File: config.mk
export PLATFORM = sky130hd
export DESIGN_NAME = rksdh_ctrl
export DESIGN_NICKNAME = d
export VERILOG_FILES = /design/src/rtl/rksdh_pkg.sv /design/src/rtl/rksdh_ctrl.sv
export SDC_FILE = /design/constraint.sdc
export NUM_CORES = 1
export LEC_CHECK = 0
export BUFFER_PORTS_ARGS = -buffer_cell sky130_fd_sc_hd__buf_2
export CAP_MARGIN = 20
export CORE_MARGIN = 3
export CORE_UTILIZATION = 30
export DETAILED_ROUTE_END_ITERATION = 6
export GPL_TIMING_DRIVEN = 0
export PLACE_DENSITY = 0.49
export SLEW_MARGIN = 25
export SYNTH_ARGS = -nofsm -noshare
export SYNTH_HDL_FRONTEND = slang
export SYNTH_SLANG_ARGS = --single-unit
File: constraint.sdc
create_clock -name i_clk -period 2.4 [get_ports i_clk]
set_input_delay 0.24 -clock i_clk [delete_from_list [all_inputs] [get_ports i_clk]]
set_output_delay 0.24 -clock i_clk [all_outputs]
set_load 0.005 [all_outputs]
File: src/rtl/rksdh_pkg.sv
// ----------------------------------------------------------------------------
// rksdh_pkg
// Shared types and constants for the running k-th smallest dual-heap block.
// ----------------------------------------------------------------------------
package rksdh_pkg;

    // Heap capacity and index widths.
    localparam int Capacity = 1024;
    localparam int AddrW    = $clog2(Capacity);
    localparam int CntW     = $clog2(Capacity + 1);

    // Operation codes.
    localparam logic OP_ADD = 1'b0;
    localparam logic OP_GET = 1'b1;

    // Status codes.
    localparam logic [1:0] ST_ADD_DONE = 2'd0;
    localparam logic [1:0] ST_GET_DONE = 2'd1;
    localparam logic [1:0] ST_GET_EMPTY = 2'd2;
    localparam logic [1:0] ST_ADD_FULL = 2'd3;

    // Heap selector: low is the max-heap, high is the min-heap.
    typedef enum logic {
        HEAP_LOW  = 1'b0,
        HEAP_HIGH = 1'b1
    } t_heap_sel;

    // Datapath command.
    typedef enum logic [3:0] {
        CMD_NONE,
        CMD_LOAD,       // capture input item
        CMD_RD_TOP,     // read top of selected heap (root)
        CMD_PUSH_WR,    // write push value at count, grow count
        CMD_UP_RD,      // read parent of cursor
        CMD_UP_STEP,    // compare cursor value to parent, swap/move
        CMD_POP_RD,     // read last element
        CMD_POP_WR,     // write last element to root, shrink count
        CMD_DN_RDL,     // read left child
        CMD_DN_RDR,     // read right child
        CMD_DN_STEP     // pick child, swap/move
    } t_cmd;

    // Controller states.
    typedef enum logic [4:0] {
        S_IDLE, S_DEC, S_TOPRD, S_TOPWAIT, S_TOPCHK,
        S_PUSH, S_UPRD, S_UPWAIT, S_UPSTEP,
        S_POPRD, S_POPWAIT, S_POPWR, S_DNCHK, S_DNRDL, S_DNRDR, S_DNWAIT, S_DNSTEP,
        S_DONE
    } t_state;

    // Sequence phases: which push/pop runs next.
    typedef enum logic [2:0] {
        P_ADD_HI, P_ADD_MV_HI, P_ADD_POP_LO, P_ADD_PUSH_LO, P_GET_PUSH_LO, P_GET_POP_HI
    } t_phase;

    typedef struct packed {
        t_cmd      cmd;
        t_heap_sel sel;
        logic      push_top;  // push the captured top instead of the input value
        logic      out_load;  // load output register
        logic [1:0] out_status;
    } t_ctrl;

    typedef struct packed {
        logic op;
        logic full;
        logic low_empty;
        logic high_empty;
        logic low_gt;     // low top strictly greater than input value
        logic up_done;
        logic dn_done;
        logic has_right;
        logic out_busy;
    } t_stat;

endpackage

File: src/rtl/rksdh_ctrl.sv
// ----------------------------------------------------------------------------
// rksdh_ctrl
// Sequencer for add and get items over the two heaps.
// ----------------------------------------------------------------------------
module rksdh_ctrl import rksdh_pkg::*; (
    input  logic  i_clk,
    input  logic  i_rst_n,
    input  logic  i_in_valid,
    output logic  o_in_ready,
    input  t_stat i_stat,
    output t_ctrl o_ctrl
);

    t_state r_state, n_state;
    t_phase r_phase, n_phase;
    logic [1:0] r_st, n_st;

    always_ff @(posedge i_clk) begin
        if (!i_rst_n) begin
            r_state <= S_IDLE;
            r_phase <= P_ADD_HI;
            r_st    <= ST_ADD_DONE;
        end else begin
            r_state <= n_state;
            r_phase <= n_phase;
            r_st    <= n_st;
        end
    end

    // Phase to heap and push source.
    function automatic t_heap_sel f_sel(input t_phase p);
        case (p)
            P_ADD_HI, P_ADD_MV_HI, P_GET_POP_HI: f_sel = HEAP_HIGH;
            default:                             f_sel = HEAP_LOW;
        endcase
    endfunction

    // Next state and commands.
    always_comb begin
        n_state = r_state;
        n_phase = r_phase;
        n_st    = r_st;
        o_in_ready         = 1'b0;
        o_ctrl.cmd         = CMD_NONE;
        o_ctrl.sel         = f_sel(r_phase);
        o_ctrl.push_top    = (r_phase == P_ADD_MV_HI) || (r_phase == P_GET_PUSH_LO);
        o_ctrl.out_load    = 1'b0;
        o_ctrl.out_status  = r_st;
        case (r_state)
            S_IDLE: begin
                o_in_ready = !i_stat.out_busy;
                if (i_in_valid && !i_stat.out_busy) begin
                    o_ctrl.cmd = CMD_LOAD;
                    n_state = S_DEC;
                end
            end
            S_DEC: begin
                if (i_stat.op == OP_ADD) begin
                    if (i_stat.full) begin
                        n_st = ST_ADD_FULL; n_state = S_DONE;
                    end else begin
                        n_st = ST_ADD_DONE; n_phase = P_ADD_MV_HI; n_state = S_TOPRD;
                    end
                end else begin
                    if (i_stat.high_empty) begin
                        n_st = ST_GET_EMPTY; n_state = S_DONE;
                    end else begin
                        n_st = ST_GET_DONE; n_phase = P_GET_PUSH_LO; n_state = S_TOPRD;
                    end
                end
            end
            S_TOPRD: begin
                // Add inspects the low top, get takes the high top.
                o_ctrl.sel = (r_phase == P_ADD_MV_HI) ? HEAP_LOW : HEAP_HIGH;
                o_ctrl.cmd = CMD_RD_TOP;
                n_state = S_TOPWAIT;
            end
            S_TOPWAIT: n_state = S_TOPCHK;
            S_TOPCHK: begin
                if (r_phase == P_ADD_MV_HI && (i_stat.low_empty || !i_stat.low_gt)) begin
                    n_phase = P_ADD_HI;
                end
                n_state = S_PUSH;
            end
            S_PUSH: begin
                o_ctrl.cmd = CMD_PUSH_WR;
                n_state = S_UPRD;
            end
            S_UPRD: begin
                if (i_stat.up_done) begin
                    n_state = S_DONE;
                    case (r_phase)
                        P_ADD_MV_HI: begin n_phase = P_ADD_POP_LO; n_state = S_POPRD; end
                        P_GET_PUSH_LO: begin n_phase = P_GET_POP_HI; n_state = S_POPRD; end
                        default: ;
                    endcase
                end else begin
                    o_ctrl.cmd = CMD_UP_RD;
                    n_state = S_UPWAIT;
                end
            end
            S_UPWAIT: n_state = S_UPSTEP;
            S_UPSTEP: begin
                o_ctrl.cmd = CMD_UP_STEP;
                n_state = S_UPRD;
            end
            S_POPRD: begin
                o_ctrl.cmd = CMD_POP_RD;
                n_state = S_POPWAIT;
            end
            S_POPWAIT: n_state = S_POPWR;
            S_POPWR: begin
                o_ctrl.cmd = CMD_POP_WR;
                n_state = S_DNCHK;
            end
            S_DNCHK: begin
                if (i_stat.dn_done) begin
                    if (r_phase == P_ADD_POP_LO) begin
                        n_phase = P_ADD_PUSH_LO; n_state = S_PUSH;
                    end else begin
                        n_state = S_DONE;
                    end
                end else begin
                    n_state = S_DNRDL;
                end
            end
            S_DNRDL: begin
                o_ctrl.cmd = CMD_DN_RDL;
                n_state = S_DNRDR;
            end
            S_DNRDR: begin
                o_ctrl.cmd = CMD_DN_RDR;
                n_state = S_DNWAIT;
            end
            S_DNWAIT: n_state = S_DNSTEP;
            S_DNSTEP: begin
                o_ctrl.cmd = CMD_DN_STEP;
                n_state = S_DNCHK;
            end
            S_DONE: begin
                if (!i_stat.out_busy) begin
                    o_ctrl.out_load = 1'b1;
                    n_state = S_IDLE;
                end
            end
            default: n_state = S_IDLE;
        endcase
    end

endmodule

==> impl_metrics.env, run 1 <==
export IMPL_fp_dieArea_mm2=0.00411
export IMPL_wl_per_cell_um=15.2
export IMPL_p_leak_nw=0.459
export IMPL_place_congestion=0.759
export IMPL_fin_ws_ns=0.310
export IMPL_clk_latency_ns=0.26
export IMPL_syn_instance_count=133
export IMPL_path_delay_family="buffers and inverters"
export IMPL_ir_drop_mv=0.226
export IMPL_area_growth_pct=17.6
export IMPL_num_rows=20
export IMPL_ys_flop_type="dfxtp_1"
export IMPL_syn_area_mm2=0.00101
export IMPL_max_slew_margin_pct=62.8
export IMPL_final_hold_viol_count=0
export IMPL_setup_tns_ns=0
export IMPL_synth_seq_area_share_pct=19.8
export IMPL_layout_drive_gt1_share_pct=26.9
export IMPL_tritoncts="done"
export IMPL_grt_overflow_total=0
export IMPL_synth_edff_count=0
export IMPL_ant_nets=0
export IMPL_max_freq_ghz=0.479
export IMPL_period_minus_slack_ns=2.09
export IMPL_clockBufferDepth=2
export IMPL_outcome="finished, final reports clean"
export IMPL_power_density_mw_per_mm2=652
export IMPL_initial_core_util_pct=32.4
export IMPL_crit_buf_inv=3
export IMPL_synth_async_reset_ratio_pct=0
export IMPL_crit_slowest_cell="dfxtp_1"
export IMPL_ios=22
export IMPL_cts_inserted_buffers=3
export IMPL_synth_avg_cell_area_um2=7.61
export IMPL_vias_per_cell=5.47
export IMPL_antenna_found_initial=0
export IMPL_synth_nets=145
export IMPL_core_area_mm2=0.00313
export IMPL_clk_pin_slew_ns=0.06
export IMPL_dieHeight_um=64.1
export IMPL_drt_iter0_drc=51
export IMPL_cts_sinks=10
export IMPL_synth_warnings=0
export IMPL_yosys_top_cells_area="dfxtp_1, nor2_1, a21oi_1"
export IMPL_postCtsSetupBuffers=0
export IMPL_antennaDiodeCount=0
export IMPL_synth_top_area_cell="dfxtp_1"
export IMPL_end_kind="output pin"
export IMPL_slowest_delay_ns=0.40
export IMPL_grt_pass1_vias=1086
export IMPL_die_w_um=64.1
export IMPL_root_buffer="clkbuf_4"
export IMPL_arrival_ns=1.85
export IMPL_synth_top_area_share_pct=19.8
export IMPL_grt_usage_pct=15.6
export IMPL_drt_first_pass_iters=5
export IMPL_ys_seq_elements=10
export IMPL_finalSetupViolCount=0
export IMPL_hpwlAfterDp_um=2280
export IMPL_vias=1094
export IMPL_min_path_type="in2reg"
export IMPL_crit_path_cell_trace="buf_4 > buf_6 > nor2b_1 > a21oi_1 > a221oi_1 > buf_2"
export IMPL_worst_pin_slew_ns=0.544
export IMPL_period_share_pct=87.1
export IMPL_ctsHoldBuffers=0
export IMPL_fin_skew_ns=0.00375
export IMPL_startpoint_type="flip-flop"
export IMPL_maxSlewViolCount=0
export IMPL_crit_type="reg2out"
export IMPL_io_buffers=20
export IMPL_synthDistinctLibCells=45
export IMPL_grt_pass1_wl_um=5060
export IMPL_pre_cts_ws_ns=0.437
export IMPL_grt_setup_unrepaired="no"
export IMPL_critPathMaxFanout=10
export IMPL_critPathRequiredTime_ns=2.16
export IMPL_grt_max_degree=11
export IMPL_cts_htree_levels=1
export IMPL_maxCapViolCount=0
export IMPL_drt_wl_total_um=3030
export IMPL_drc=0
export IMPL_fin_nets=170
export IMPL_cts_resized=0
==> layer usage <==
metal  global-route usage, %  share of wire (%)
met1                    20.6                 47
met2                    24.9                 46
met3                    2.99                5.6
met4                    5.66                1.3
met5                       0                  0
==> power breakdown <==
part / switching, mW / internal (mW)
combinational: 0.248 / 0.192
clock: 0.0556 / 0.0579
sequential: 0.0266 / 0.195
==> tightest hold or removal path: cells and delay by family <==
family	cells	cell delay, ns
compound gates	2	0.16
buf+inv	1	0.09
==> cell families after synthesis <==
| kind of cell | Yosys count | share of synthesized area [%] |
|---|---|---|
| mux | 2 | 2.10 |
| buf+inv | 15 | 7.66 |
| flops | 10 | 19.8 |
| compound gates | 46 | 35.5 |
| xor+xnor | 2 | 1.73 |
| simple gates | 58 | 33.3 |
==> placed cells by master (no fill, tap or decap), types with 3 or more instances in the layout <==
master,netlist,routed
a21oi_1,13,13
nand2_1,6,6
nor3b_1,3,3
o21ai_0,4,4
inv_1,5,5
o211ai_1,3,3
buf_2,2,22
o21a_1,3,3
nor3_1,3,3
clkbuf_4,0,3
buf_4,3,3
nand2b_1,6,6
nor2_1,18,18
dfxtp_1,10,10
o22ai_1,3,3
nor2b_1,8,8
nand3b_1,4,4
==> synthesized netlist by cell type, drive strengths merged, types with 2 or more instances <==
cell and count:
o211ai 3, or3b 2, xnor2 2, o21ai 4, dfxtp 10, nor3b 3
o221a 2, o21a 3, nor3 3, inv 5, a22oi 2, nand3 2
nand2b 6, a21oi 13, a2111oi 3, buf 8, o41ai 2, a31oi 2
nor2b 8, nand3b 4, a221oi 2, nor2 18, nand2 6, clkbuf 2
o22ai 3
==> registers in the layout (all words and copies together) (netlist names) <==
register,cells
r_state,5
r_phase,3
r_st,2
==> path summary, 6_finish.rpt <==
path | from | to | slack (ns) | cells after the start
max | r_state[3] | o_ctrl[5] | 0.31 | 6
min | i_stat[5] | r_st[0] | 0.27 | 3
max reg2reg | r_state[3] | r_phase[1] | 0.43 | 5
min reg2reg | r_st[0] | r_st[0] | 0.45 | 2
==> stage by stage <==
step / utilization, % / std cells / power, mW / hold WS, ns / instance area [um2]
after floorplan: - / 133 / 0.538 / 0.357 / 1010
after global placement: 37.3 / 197 / 0.658 / 0.441 / 1170
after detailed placement: 37.3 / 197 / 0.663 / 0.450 / 1170
after CTS: 38.0 / 200 / 0.781 / 0.267 / 1190
after global routing: 38.0 / 200 / 0.842 / 0.276 / 1190
final: 38.0 / 200 / 0.776 / 0.271 / 1190
==> area by class of cell <==
| type | count | area [um2] |
|---|---|---|
| plain buffers | 10 | 58.8 |
| repair buffers | 20 | 100 |
| fillers | 343 | 1940 |
| well taps | 44 | 55.1 |
| multi-input cells | 108 | 734 |
| clock buffers | 3 | 22.5 |
| inverters | 5 | 18.8 |
| flip-flops and latches | 10 | 200 |
Power figures use the tool's default switching activity.
==> run 2: changes to the inputs <==
--- a/config.mk
+++ b/config.mk
@@ -5,7 +5,7 @@
 export SDC_FILE = /design/constraint.sdc
 export NUM_CORES = 1
 export LEC_CHECK = 0
-export BUFFER_PORTS_ARGS = -buffer_cell sky130_fd_sc_hd__buf_2
+export BUFFER_PORTS_ARGS = -buffer_cell sky130_fd_sc_hd__buf_4
 export CAP_MARGIN = 20
 export CORE_MARGIN = 3
 export CORE_UTILIZATION = 30
==> run 2 against run 1 <==
Clock skew about the same. Critical path depth stayed put. Combinational power increased by 5.9%. Largest cell class unchanged. First-iteration DRC count increased by 55%. Global-route usage increased by 0.15 points. Utilization is 1.6 points higher. Sequential share of layout area decreased by 0.68 points. Final area up 4.2%.
==> impl_metrics.env, run 2 (same netlist as run 1, synthesis figures left out) <==
export IMPL_clk_latency_ns=0.26
export IMPL_fin_ws_ns=0.274
export IMPL_cts_inserted_buffers=3
export IMPL_place_congestion=0.789
export IMPL_grt_pass1_vias=1101
export IMPL_max_freq_ghz=0.470
export IMPL_use_met2_pct=24.3
export IMPL_maxSlewViolCount=0
export IMPL_ios=22
export IMPL_dieHeight_um=64.1
export IMPL_startpoint_type="flip-flop"
export IMPL_num_rows=20
export IMPL_power_density_mw_per_mm2=642
export IMPL_grt_overflow_total=0
export IMPL_layout_drive_gt1_share_pct=26.9
export IMPL_outcome="finished, final reports clean"
export IMPL_crit_slowest_cell="dfxtp_1"
export IMPL_ir_drop_mv=0.323
export IMPL_end_kind="output pin"
export IMPL_largest_reg_flops=5
export IMPL_gr_usage_met3_pct=2.64
export IMPL_slowest_delay_ns=0.40
export IMPL_pre_cts_ws_ns=0.451
export IMPL_layout_commonest_cell="buf_4"
export IMPL_use_met1_pct=20.7
export IMPL_crit_type="reg2out"
export IMPL_cts_htree_levels=1
export IMPL_fin_nets=170
export IMPL_drt_first_pass_iters=4
export IMPL_worst_pin_slew_ns=0.525
export IMPL_root_buffer="clkbuf_4"
export IMPL_min_path_type="in2reg"
export IMPL_antennaDiodeCount=0
export IMPL_hpwlAfterDp_um=2270
export IMPL_busiest_layer="met2"
export IMPL_drc=0
export IMPL_maxCapViolCount=0
export IMPL_core_area_mm2=0.00313
export IMPL_grt_pass1_wl_um=5160
export IMPL_area_growth_pct=22.5
export IMPL_grt_setup_unrepaired="no"
export IMPL_period_minus_slack_ns=2.13
export IMPL_cts_resized=0
export IMPL_worstRegToRegCells=5
export IMPL_ctsHoldBuffers=0
export IMPL_max_slew_margin_pct=64.1
export IMPL_arrival_ns=1.89
export IMPL_finalSetupViolCount=0
export IMPL_clockBufferDepth=2
export IMPL_vias_per_cell=5.46
export IMPL_final_hold_viol_count=0
export IMPL_period_share_pct=88.6
export IMPL_postCtsSetupBuffers=0
export IMPL_crit_top_cell="buf_4"
export IMPL_fin_skew_ns=0.00381
export IMPL_drt_wl_total_um=2950
export IMPL_drt_iter0_drc=79
export IMPL_wl_per_cell_um=14.8
export IMPL_crit_buf_inv=3
export IMPL_ant_nets=0
export IMPL_crit_path_cell_trace="buf_4 > buf_6 > nor2b_1 > a21oi_1 > a221oi_1 > buf_4"
export IMPL_die_w_um=64.1
export IMPL_fp_dieArea_mm2=0.00411
export IMPL_final_cell_mix="buf_4, nor2_1, a21oi_1"
export IMPL_initial_core_util_pct=32.4
export IMPL_path_depth=6
export IMPL_largestRegisters="r_state x5, r_phase x3, r_st x2"
export IMPL_path_delay_family="buffers and inverters"
export IMPL_clk_pin_slew_ns=0.06
export IMPL_io_buffers=20
export IMPL_holdPathStages=2
export IMPL_grt_max_degree=11
export IMPL_antenna_found_initial=0
export IMPL_setup_tns_ns=0
export IMPL_regMostFlops="r_state"
export IMPL_tritoncts="done"
export IMPL_p_leak_nw=0.470
export IMPL_critPathRequiredTime_ns=2.16
export IMPL_critPathMaxFanout=10
export IMPL_cts_sinks=10
export IMPL_n_fill_cell=335
export IMPL_grt_usage_pct=15.7
export IMPL_vias=1092
==> run 2: metal layers <==
metal / up-vias / wire length [um] / part of all wire [%]
met5: - / 0 / 0
met4: 0 / 50 / 1.7
met3: 6 / 171 / 5.8
met2: 30 / 1350 / 46
met1: 511 / 1380 / 47
li1: 545 / - / -
==> run 2: worst reg2reg max path: cells and delay by family, from the launching register on <==
family	cells	cell delay (ns)
AO/OA/AOI/OAI	3	1.14
AND/OR/NAND/NOR	2	0.39
flip-flops	1	0.34
==> run 2: layout make-up <==
cell class | count | area [um2] | area share [%]
multi-input combinational | 108 | 734 | 59.2
timing repair buffer | 20 | 150 | 12.1
inverter | 5 | 18.8 | 1.51
buffer | 10 | 58.8 | 4.74
tap | 44 | 55.1 | 4.44
sequential | 10 | 200 | 16.1
clock buffer | 3 | 22.5 | 1.82
==> run 2: where the power goes <==
part | internal [mW] | switching (mW)
clock | 0.0576 | 0.0513
sequential | 0.195 | 0.0259
combinational | 0.217 | 0.249
total | 0.470 | 0.326
==> run 2: per-stage QoR <==
| step | instance area (um2) | power (mW) | util (%) | hold slack [ns] | cells |
|---|---|---|---|---|---|
| floorplan | 1010 | 0.538 | - | 0.357 | 133 |
| global placement | 1220 | 0.686 | 38.9 | 0.446 | 197 |
| detailed placement | 1220 | 0.688 | 38.9 | 0.454 | 197 |
| CTS | 1240 | 0.802 | 39.6 | 0.223 | 200 |
| global route | 1240 | 0.869 | 39.6 | 0.246 | 200 |
| finish | 1240 | 0.797 | 39.6 | 0.226 | 200 |
==> run 2: path summary, 6_finish.rpt <==
path | startpoint | to | slack, ns
max | r_state[3] | o_ctrl[5] | 0.27
max reg2reg | r_state[3] | r_phase[1] | 0.43
min reg2reg | r_st[0] | r_st[0] | 0.46
min | i_rst_n | r_state[4] | 0.23
